### src/rtl/core/disjoint_set_union_core_defines.svh
// Assertion macros shared by the disjoint-set union core RTL.
`ifndef DISJOINT_SET_UNION_CORE_DEFINES_SVH
`define DISJOINT_SET_UNION_CORE_DEFINES_SVH

`ifndef SYNTHESIS
// Same-cycle implication, checked on every rising edge outside reset.
`define DSU_ASSERT_NOW(label, clk, rst_n, ante, cons) \
    label: assert property (@(posedge clk) disable iff (!(rst_n)) (ante) |-> (cons)) \
        else $error("disjoint set union core: assertion failed");
// Next-cycle implication, checked on every rising edge outside reset.
`define DSU_ASSERT_NEXT(label, clk, rst_n, ante, cons) \
    label: assert property (@(posedge clk) disable iff (!(rst_n)) (ante) |=> (cons)) \
        else $error("disjoint set union core: assertion failed");
`else
`define DSU_ASSERT_NOW(label, clk, rst_n, ante, cons)
`define DSU_ASSERT_NEXT(label, clk, rst_n, ante, cons)
`endif

`endif

### src/rtl/core/dsu_pkg.sv
// Shared types and constants for the disjoint-set union core.
`timescale 1ns / 1ps
`default_nettype none

package dsu_pkg;

    localparam int MaxElementsDefault = 64;
    localparam int ActiveResetValue   = 64;
    localparam int IndexWidth         = 6;
    localparam int ActiveWidth        = 7;
    localparam int CountWidth         = 7;
    localparam int ApbAddrWidth       = 3;
    localparam int ApbDataWidth       = 32;

    // Register index as decoded from the word address bit of paddr.
    localparam logic [0:0] RegActiveElements = 1'b0;

    typedef enum logic [2:0] {
        S_CLEAR,
        S_IDLE,
        S_READ_A,
        S_READ_B,
        S_COMPARE,
        S_SWEEP,
        S_DONE
    } t_state;

endpackage

`default_nettype wire

### src/rtl/core/dsu_ram.sv
// Generic simple dual-port RAM with one write port and one registered read port.
`timescale 1ns / 1ps
`default_nettype none

module dsu_ram #(
    parameter int WIDTH = 6,
    parameter int DEPTH = 64
) (
    input  wire logic                     i_clk,
    input  wire logic                     i_we,
    input  wire logic [$clog2(DEPTH)-1:0] i_waddr,
    input  wire logic [WIDTH-1:0]         i_wdata,
    input  wire logic [$clog2(DEPTH)-1:0] i_raddr,
    output logic      [WIDTH-1:0]         o_rdata
);

    logic [WIDTH-1:0] r_mem [DEPTH];

    always_ff @(posedge i_clk) begin
        if (i_we) begin
            r_mem[i_waddr] <= i_wdata;
        end
        o_rdata <= r_mem[i_raddr];
    end

endmodule

`default_nettype wire

### src/rtl/core/disjoint_set_union_core.sv
// Top level of the quick-find disjoint-set union core.
`timescale 1ns / 1ps
`default_nettype none
`include "disjoint_set_union_core_defines.svh"

// Quick-find union-find over up to MAX_ELEMENTS elements. Every element keeps
// a component label in a label RAM; a transaction on the input channel names
// two elements and adds an edge between them. When both indices are below
// active_elements and their labels differ, a sweep walks entries 0 through
// active_elements-1, one entry per cycle, and relabels every entry carrying
// the label of element_b with the label of element_a; the component count
// then drops by one. Each input transaction yields exactly one output
// transaction with merged, components_left and bad_index unless a register
// write abandons it. An index at or above active_elements sets bad_index and
// leaves all state alone. A merging edge goes through two label reads, one
// compare, the sweep and one handover into the output register; an edge
// inside one component skips the sweep and a bad index goes straight to the
// handover. The single RAM port pair and the one shared comparator set this
// order. o_stall stays high for the whole item. After reset and after every
// write of active_elements a clearing pass rewrites each active label with
// its own index, and no input transaction is taken during it; register writes
// are taken at any time. Register 0 (byte addresses 0-3) is active_elements;
// only pwdata[6:0] is used; a 0 is stored as 1 and a value above
// MAX_ELEMENTS as MAX_ELEMENTS. Addresses 4-7 ignore writes and read as zero.
module disjoint_set_union_core #(
    parameter int MAX_ELEMENTS = dsu_pkg::MaxElementsDefault
) (
    input  wire logic                              i_clk,
    input  wire logic                              i_rst_n,
    // Configuration port
    input  wire logic                              psel,
    input  wire logic                              penable,
    input  wire logic                              pwrite,
    input  wire logic [dsu_pkg::ApbAddrWidth-1:0]  paddr,
    input  wire logic [dsu_pkg::ApbDataWidth-1:0]  pwdata,
    output logic      [dsu_pkg::ApbDataWidth-1:0]  prdata,
    output logic                                   pready,
    // Input channel
    input  wire logic                              i_valid,
    output logic                                   o_stall,
    input  wire logic [dsu_pkg::IndexWidth-1:0]    i_element_a,
    input  wire logic [dsu_pkg::IndexWidth-1:0]    i_element_b,
    // Output channel
    output logic                                   o_valid,
    input  wire logic                              i_stall,
    output logic                                   o_merged,
    output logic      [dsu_pkg::CountWidth-1:0]    o_components_left,
    output logic                                   o_bad_index
);

    localparam int AW   = $clog2(MAX_ELEMENTS);
    localparam int AcW  = dsu_pkg::ActiveWidth;
    localparam int CnW  = dsu_pkg::CountWidth;
    localparam int IxW  = dsu_pkg::IndexWidth;
    localparam int DW   = dsu_pkg::ApbDataWidth;
    localparam int CntW = (AW > AcW) ? AW : AcW;
    localparam int ResetActiveInt = (MAX_ELEMENTS < dsu_pkg::ActiveResetValue) ?
                                    MAX_ELEMENTS : dsu_pkg::ActiveResetValue;
    localparam logic [AcW-1:0] ActiveReset = AcW'(ResetActiveInt);

    // Control state.
    dsu_pkg::t_state r_state, n_state;
    logic [AW-1:0]   r_idx,    n_idx;
    logic [AcW-1:0]  r_active, n_active;
    logic [CnW-1:0]  r_count,  n_count;
    logic            r_ovalid, n_ovalid;

    // Item payload.
    logic [IxW-1:0]  r_a, n_a;
    logic [IxW-1:0]  r_b, n_b;
    logic [AW-1:0]   r_keep, n_keep;
    logic [AW-1:0]   r_gone, n_gone;
    logic            r_res_merged, n_res_merged;
    logic            r_res_bad,    n_res_bad;
    logic            r_merged,     n_merged;
    logic            r_bad,        n_bad;
    logic [CnW-1:0]  r_left,       n_left;

    // Label RAM access.
    logic            w_we;
    logic [AW-1:0]   w_waddr;
    logic [AW-1:0]   w_wdata;
    logic [AW-1:0]   w_raddr;
    logic [AW-1:0]   w_rdata;

    // Shared comparator and helpers.
    logic [AW-1:0]   w_cmp_ref;
    logic            w_hit;
    logic            w_last;
    logic            w_accept;
    logic            w_in_bad;
    logic            w_cfg_wr;
    logic [AcW-1:0]  w_cfg_raw;
    logic [AcW-1:0]  w_cfg_value;

    dsu_ram #(
        .WIDTH (AW),
        .DEPTH (MAX_ELEMENTS)
    ) u_label_ram (
        .i_clk   (i_clk),
        .i_we    (w_we),
        .i_waddr (w_waddr),
        .i_wdata (w_wdata),
        .i_raddr (w_raddr),
        .o_rdata (w_rdata)
    );

    // Configuration port. The word address bit selects the register.
    assign pready    = 1'b1;
    assign w_cfg_wr  = psel && penable && pwrite &&
                       (paddr[2] == dsu_pkg::RegActiveElements);
    assign w_cfg_raw = pwdata[AcW-1:0];
    assign prdata    = (paddr[2] == dsu_pkg::RegActiveElements) ? DW'(r_active) : '0;

    always_comb begin
        if (w_cfg_raw == '0) begin
            w_cfg_value = AcW'(1);
        end else if (int'(w_cfg_raw) > MAX_ELEMENTS) begin
            w_cfg_value = AcW'(MAX_ELEMENTS);
        end else begin
            w_cfg_value = w_cfg_raw;
        end
    end

    // Handshake and range check on the incoming edge.
    assign o_stall  = (r_state != dsu_pkg::S_IDLE);
    assign w_accept = i_valid && !o_stall;
    assign w_in_bad = ({1'b0, i_element_a} >= r_active) ||
                      ({1'b0, i_element_b} >= r_active);

    // One comparator serves both the label check and every step of the sweep.
    assign w_cmp_ref = (r_state == dsu_pkg::S_COMPARE) ? r_keep : r_gone;
    assign w_hit     = (w_rdata == w_cmp_ref);

    // The index counter has reached the last active entry.
    assign w_last = ((CntW'(r_idx) + CntW'(1)) == CntW'(r_active));

    assign o_valid           = r_ovalid;
    assign o_merged          = r_merged;
    assign o_components_left = r_left;
    assign o_bad_index       = r_bad;

    always_ff @(posedge i_clk) begin
        if (!i_rst_n) begin
            r_state  <= dsu_pkg::S_CLEAR;
            r_idx    <= '0;
            r_active <= ActiveReset;
            r_count  <= CnW'(ActiveReset);
            r_ovalid <= 1'b0;
        end else begin
            r_state  <= n_state;
            r_idx    <= n_idx;
            r_active <= n_active;
            r_count  <= n_count;
            r_ovalid <= n_ovalid;
        end
    end

    always_ff @(posedge i_clk) begin
        r_a          <= n_a;
        r_b          <= n_b;
        r_keep       <= n_keep;
        r_gone       <= n_gone;
        r_res_merged <= n_res_merged;
        r_res_bad    <= n_res_bad;
        r_merged     <= n_merged;
        r_bad        <= n_bad;
        r_left       <= n_left;
    end

    always_comb begin
        n_state      = r_state;
        n_idx        = r_idx;
        n_active     = r_active;
        n_count      = r_count;
        n_ovalid     = r_ovalid;
        n_a          = r_a;
        n_b          = r_b;
        n_keep       = r_keep;
        n_gone       = r_gone;
        n_res_merged = r_res_merged;
        n_res_bad    = r_res_bad;
        n_merged     = r_merged;
        n_bad        = r_bad;
        n_left       = r_left;
        w_we         = 1'b0;
        w_waddr      = r_idx;
        w_wdata      = r_keep;
        w_raddr      = r_idx;

        // The output register empties when the consumer takes the result.
        if (r_ovalid && !i_stall) begin
            n_ovalid = 1'b0;
        end

        case (r_state)
            dsu_pkg::S_CLEAR: begin
                w_we    = 1'b1;
                w_wdata = r_idx;
                if (w_last) begin
                    n_idx   = '0;
                    n_state = dsu_pkg::S_IDLE;
                end else begin
                    n_idx = r_idx + AW'(1);
                end
            end
            dsu_pkg::S_IDLE: begin
                if (w_accept) begin
                    n_a          = i_element_a;
                    n_b          = i_element_b;
                    n_res_merged = 1'b0;
                    n_res_bad    = w_in_bad;
                    n_state      = w_in_bad ? dsu_pkg::S_DONE : dsu_pkg::S_READ_A;
                end
            end
            dsu_pkg::S_READ_A: begin
                w_raddr = AW'(r_a);
                n_state = dsu_pkg::S_READ_B;
            end
            dsu_pkg::S_READ_B: begin
                w_raddr = AW'(r_b);
                n_keep  = w_rdata;
                n_state = dsu_pkg::S_COMPARE;
            end
            dsu_pkg::S_COMPARE: begin
                if (w_hit) begin
                    n_state = dsu_pkg::S_DONE;
                end else begin
                    n_gone  = w_rdata;
                    w_raddr = '0;
                    n_idx   = '0;
                    n_state = dsu_pkg::S_SWEEP;
                end
            end
            dsu_pkg::S_SWEEP: begin
                // Data for entry r_idx arrives now; the next entry is fetched.
                w_we    = w_hit;
                w_waddr = r_idx;
                w_wdata = r_keep;
                w_raddr = r_idx + AW'(1);
                if (w_last) begin
                    n_idx        = '0;
                    n_count      = (r_count != '0) ? (r_count - CnW'(1)) : r_count;
                    n_res_merged = 1'b1;
                    n_state      = dsu_pkg::S_DONE;
                end else begin
                    n_idx = r_idx + AW'(1);
                end
            end
            dsu_pkg::S_DONE: begin
                if (!r_ovalid || !i_stall) begin
                    n_ovalid = 1'b1;
                    n_merged = r_res_merged;
                    n_bad    = r_res_bad;
                    n_left   = r_count;
                    n_state  = dsu_pkg::S_IDLE;
                end
            end
            default: begin
                n_state = dsu_pkg::S_CLEAR;
                n_idx   = '0;
            end
        endcase

        // A register write restarts the labels and the count from scratch.
        if (w_cfg_wr) begin
            n_active = w_cfg_value;
            n_count  = CnW'(w_cfg_value);
            n_idx    = '0;
            n_state  = dsu_pkg::S_CLEAR;
        end
    end

    // The count stays between one and the number of active elements.
    `DSU_ASSERT_NOW(a_count_range, i_clk, i_rst_n, 1'b1, (r_count != '0) && (CntW'(r_count) <= CntW'(r_active)))
    // Finishing a sweep removes exactly one component.
    `DSU_ASSERT_NEXT(a_merge_decrements, i_clk, i_rst_n, (r_state == dsu_pkg::S_SWEEP) && w_last && !w_cfg_wr, r_count == ($past(r_count) - CnW'(1)))
    // Labels change only during the clearing pass or a relabel sweep.
    `DSU_ASSERT_NOW(a_write_window, i_clk, i_rst_n, w_we, (r_state == dsu_pkg::S_CLEAR) || (r_state == dsu_pkg::S_SWEEP))
    // A rejected edge never reports a merge.
    `DSU_ASSERT_NOW(a_bad_no_merge, i_clk, i_rst_n, r_ovalid, !(r_merged && r_bad))

endmodule

`default_nettype wire
### config.mk
export PLATFORM = sky130hd
export DESIGN_NAME = disjoint_set_union_core
export DESIGN_NICKNAME = d
export VERILOG_FILES = /design/src/rtl/core/dsu_pkg.sv /design/src/rtl/core/dsu_ram.sv /design/src/rtl/core/disjoint_set_union_core.sv
export VERILOG_INCLUDE_DIRS = /design/src /design/src/rtl/core
export SDC_FILE = /design/constraint.sdc
export NUM_CORES = 1
export LEC_CHECK = 0
export BUFFER_PORTS_ARGS = -buffer_cell sky130_fd_sc_hd__buf_4
export CAP_MARGIN = 0
export CELL_PAD_IN_SITES_DETAIL_PLACEMENT = 1
export CELL_PAD_IN_SITES_GLOBAL_PLACEMENT = 2
export CORE_MARGIN = 3
export CORE_UTILIZATION = 39
export CTS_CLUSTER_SIZE = 12
export DETAILED_ROUTE_END_ITERATION = 8
export GPL_TIMING_DRIVEN = 0
export PLACE_DENSITY_LB_ADDON = 0.08
export SYNTH_ARGS = -nofsm -noshare
export SYNTH_HDL_FRONTEND = slang
export SYNTH_SLANG_ARGS = --single-unit
### constraint.sdc
create_clock -name i_clk -period 2.9 [get_ports i_clk]
set_clock_uncertainty 0.15 [all_clocks]
set_input_delay 0.58 -clock i_clk [delete_from_list [all_inputs] [get_ports i_clk]]
set_output_delay 0.58 -clock i_clk [all_outputs]
set_load 0.02 [all_outputs]
==> flow_summary.yaml <==
routing:
  vias: 12300
  viasPerCell: 5.45
  routedWlPerCell_um: 25.2
  drc_errors: 0
  top_layer: "met4"
  routed_wl_mm: 57.0
  dr_wl_met2_mm: 27.5
  drtPass1Iterations: 5
  drtAntennaViolNets: 0
  drt-met1-wl_mm: 26.2
  drtIter0Drc: 825
  wl_met3_mm: 2.31
global_route:
  grt_pass1_wl_mm: 82.8
  grt_overflow: 0
  track_usage: 0.222
  grt_pass1_vias: 12500
  grt_start_max_net_pins: 65
  antenna_found_initial: 1
finish:
  layout_commonest_cell: "edfxtp_1"
  nFillCells: 4748
  layout_common_cells: "edfxtp_1 (419), nand2_1 (290), buf_4 (122), mux2i_1 (67), nor2_4 (66)"
  nNetsFinal: 1679
  final_util: 0.497
  drive_gt1_frac: 0.251
  insertedDiodeCount: 0
  syn2layout_area_growth_pct: 25.4
critical_path:
  required_ns: 3.16
  startpoint_type: "register"
  ff2ff_setup_slack_ns: -0.83
  critPathArrivalTime_ns: 3.99
  worstSetupPathType: "register to register"
  cp-end-kind: "register"
  crit-reg2reg-launch: "r_state[1]$_SDFFE_PP0P_"
  reg2reg_to: "u_label_ram.o_rdata[3]$_DFF_P_"
  critPathLaunch: "r_state[1]$_SDFFE_PP0P_"
  crit_fanout: 10
  rr_worst_depth: 13
floorplan:
  die_area_um2: 51300
  die_w_um: 226
  floorplan.initialDensity: 0.396
  num_io_pins: 98
  die_h_um: 226
  core.rowCount: 80
  core_um2: 47800
clock_tree:
  cts_buffers: 49
  cts_tree: "done"
  worstSkewPairLatency_ns: 0.59
  clkSinkCount: 449
  clock_path_buffers: 3
  clk_pin_slew_ns: 0.06
  root_buffer: "clkbuf_16"
  h-tree-depth: 2
outcome:
  violations: "negative setup slack"
  status: "finished, violations left"
pwr:
  max-vdd-ir-drop_v: 0.000483
  finalPower_mw: 15.2
  powerDensity_nw_per_um2: 638
  power.leakage_nw: 8.33
yosys:
  syn_inst: 1439
  synth_area_leaders: "edfxtp_1 (66%), nand2_1 (6.0%), mux2i_1 (3.7%)"
  synth_async_sr_flop_share: 0
  synth_edf_count: 419
  ys_warn_count: 0
  yosysTopAreaCell: "edfxtp_1"
  syn_avg_cell_area_um2: 13.2
  ys.flop_type: "edfxtp_1"
  synth.cell_area_um2: 19000
  synth_cell_types: 64
  ys_ff_latch: 449
  synth_top_area_frac: 0.664
  ys_seq_area_frac: 0.696
worst_hold_path:
  hold_path_class: "input port to register"
  whs_path_depth: 1
  holdPathEnd: "r_a[1]$_DFFE_PP_"
  hold_path.startpoint: "i_element_a[1]"
sta:
  period_needed_ns: 3.73
  hold_violations: 0
  layout_setup_ws_ns: -0.833
  max_freq_mhz: 268
  rsz0062_at_grt: "yes"
  tightest_slew_ns: 1.22
  slew_viol_final: 0
  timing.final.crit_share: 1.29
  setup_viol: 390
  timing.slew.headroom: 0.188
place:
  hpwlAfterDp_mm: 37.9
  portBuffers: 43
  routabilityCongestion: 0.793
job:
  max_cap_violations: 0
[cell usage after synthesis, drive strengths merged, types with 8 or more instances]
cell type and number:
and4b 17, ha 14, a2111oi 13, mux2i 71
nand3 67, a32oi 35, a21oi 20, and3 15
nor2b 18, a21boi 9, edfxtp 419, nor2 108
a32o 15, nand4b 11, o21ai 19, clkbuf 24
nand2 303, a31oi 25, xnor2 8, dfxtp 30
nor4 8, a21o 8, buf 80, inv 15
nand2b 13
[routing by layer]
metal	GRT usage	vias to the layer above
met5	0	-
met4	0.0471	0
met3	0.0330	65
met2	0.367	258
met1	0.313	6357
li1	-	5656
[cell families (layout without fill, tap and decap cells)]
| kind of cell | Yosys count | after routing | synth area share |
|---|---|---|---|
| buffers and inverters | 120 | 305 | 0.0345 |
| xor gates and xnor gates | 14 | 14 | 0.00726 |
| DFF | 449 | 449 | 0.696 |
| muxes | 77 | 77 | 0.0411 |
| AOI/OAI and AO/OA | 170 | 170 | 0.0680 |
| and+or+nand+nor | 593 | 593 | 0.144 |
| other | 2 | 26 | 0.000396 |
| adders and majority gates | 14 | 14 | 0.00924 |
[area by class of cell]
type	instances	area, µm²	area share
multi-input combinational	894	6420	0.270
tap	615	769	0.0324
inverter	16	60.1	0.00253
sequential	449	13200	0.555
clock inverter	20	190	0.00800
clock buffer	68	1330	0.0559
buffer	100	777	0.0327
timing repair buffer	101	1020	0.0431
[power breakdown]
part	switching [mW]	internal [mW]
clock network	2.55	3.46
logic	1.20	0.628
registers	0.0820	7.25
total	3.82	11.3
[flip-flops by register name, summed over array words and instances (netlist names)]
register	cells
r_res_bad	1
r_active	7
r_state	3
r_a	6
r_gone	6
o_components_left	7
o_merged	1
o_bad_index	1
u_label_ram.r_mem	384
r_keep	6
o_valid	1
r_count	7
u_label_ram.o_rdata	6
r_res_merged	1
r_b	6
r_idx	6
[worst max path at each step]
stage	to	slack [ns]	cells after the start
floorplan	u_label_ram.o_rdata[0]$_DFF_P_	-0.12	14
global route	u_label_ram.o_rdata[5]$_DFF_P_	-0.94	13
global placement	u_label_ram.o_rdata[2]$_DFF_P_	-2.37	12
finish	u_label_ram.o_rdata[3]$_DFF_P_	-0.83	13
detailed placement	u_label_ram.o_rdata[2]$_DFF_P_	-2.39	12
CTS	u_label_ram.o_rdata[1]$_DFF_P_	-0.84	13
[through the flow]
step	cells	TNS [ns]	instance area [µm²]	hold WS (ns)	worst slack, ns
final	2263	-129.18	23800	0.0310	-0.833
after floorplan	1463	-33.44	19300	0.250	-0.122
after CTS	2236	-121.44	23100	0.00150	-0.841
after global routing	2263	-188.32	23800	0.00896	-0.942
after detailed placement	2122	-624.02	20500	0.273	-2.39
after global placement	2121	-644.25	20400	0.266	-2.37
[critical path: stages, from the launching register on]
cell,delay [ns]
dfxtp_4,0.36
nor3b_4,0.33
mux2i_2,0.31
xnor2_2,0.16
nor4_4,0.07
buf_4,0.16
buf_4,0.14
a31oi_4,0.30
nor2b_4,0.28
buf_4,0.23
a32oi_2,0.19
and4b_1,0.27
nor4_4,0.38
nand4_1,0.22
[what timing repair did]
| action | 4_1_cts | 5_1_grt |
|---|---|---|
| pin swaps | 36 | 42 |
| cloned | 1 | 0 |
| resized for setup | 195 | 94 |
| endpoints found under the hold margin | 1 | 0 |
| hold buffers | 1 | 0 |
| buffers inserted | 25 | 31 |
| endpoints found under the setup margin | 791 | 676 |
Note: power is estimated with default switching activity, not from simulation.
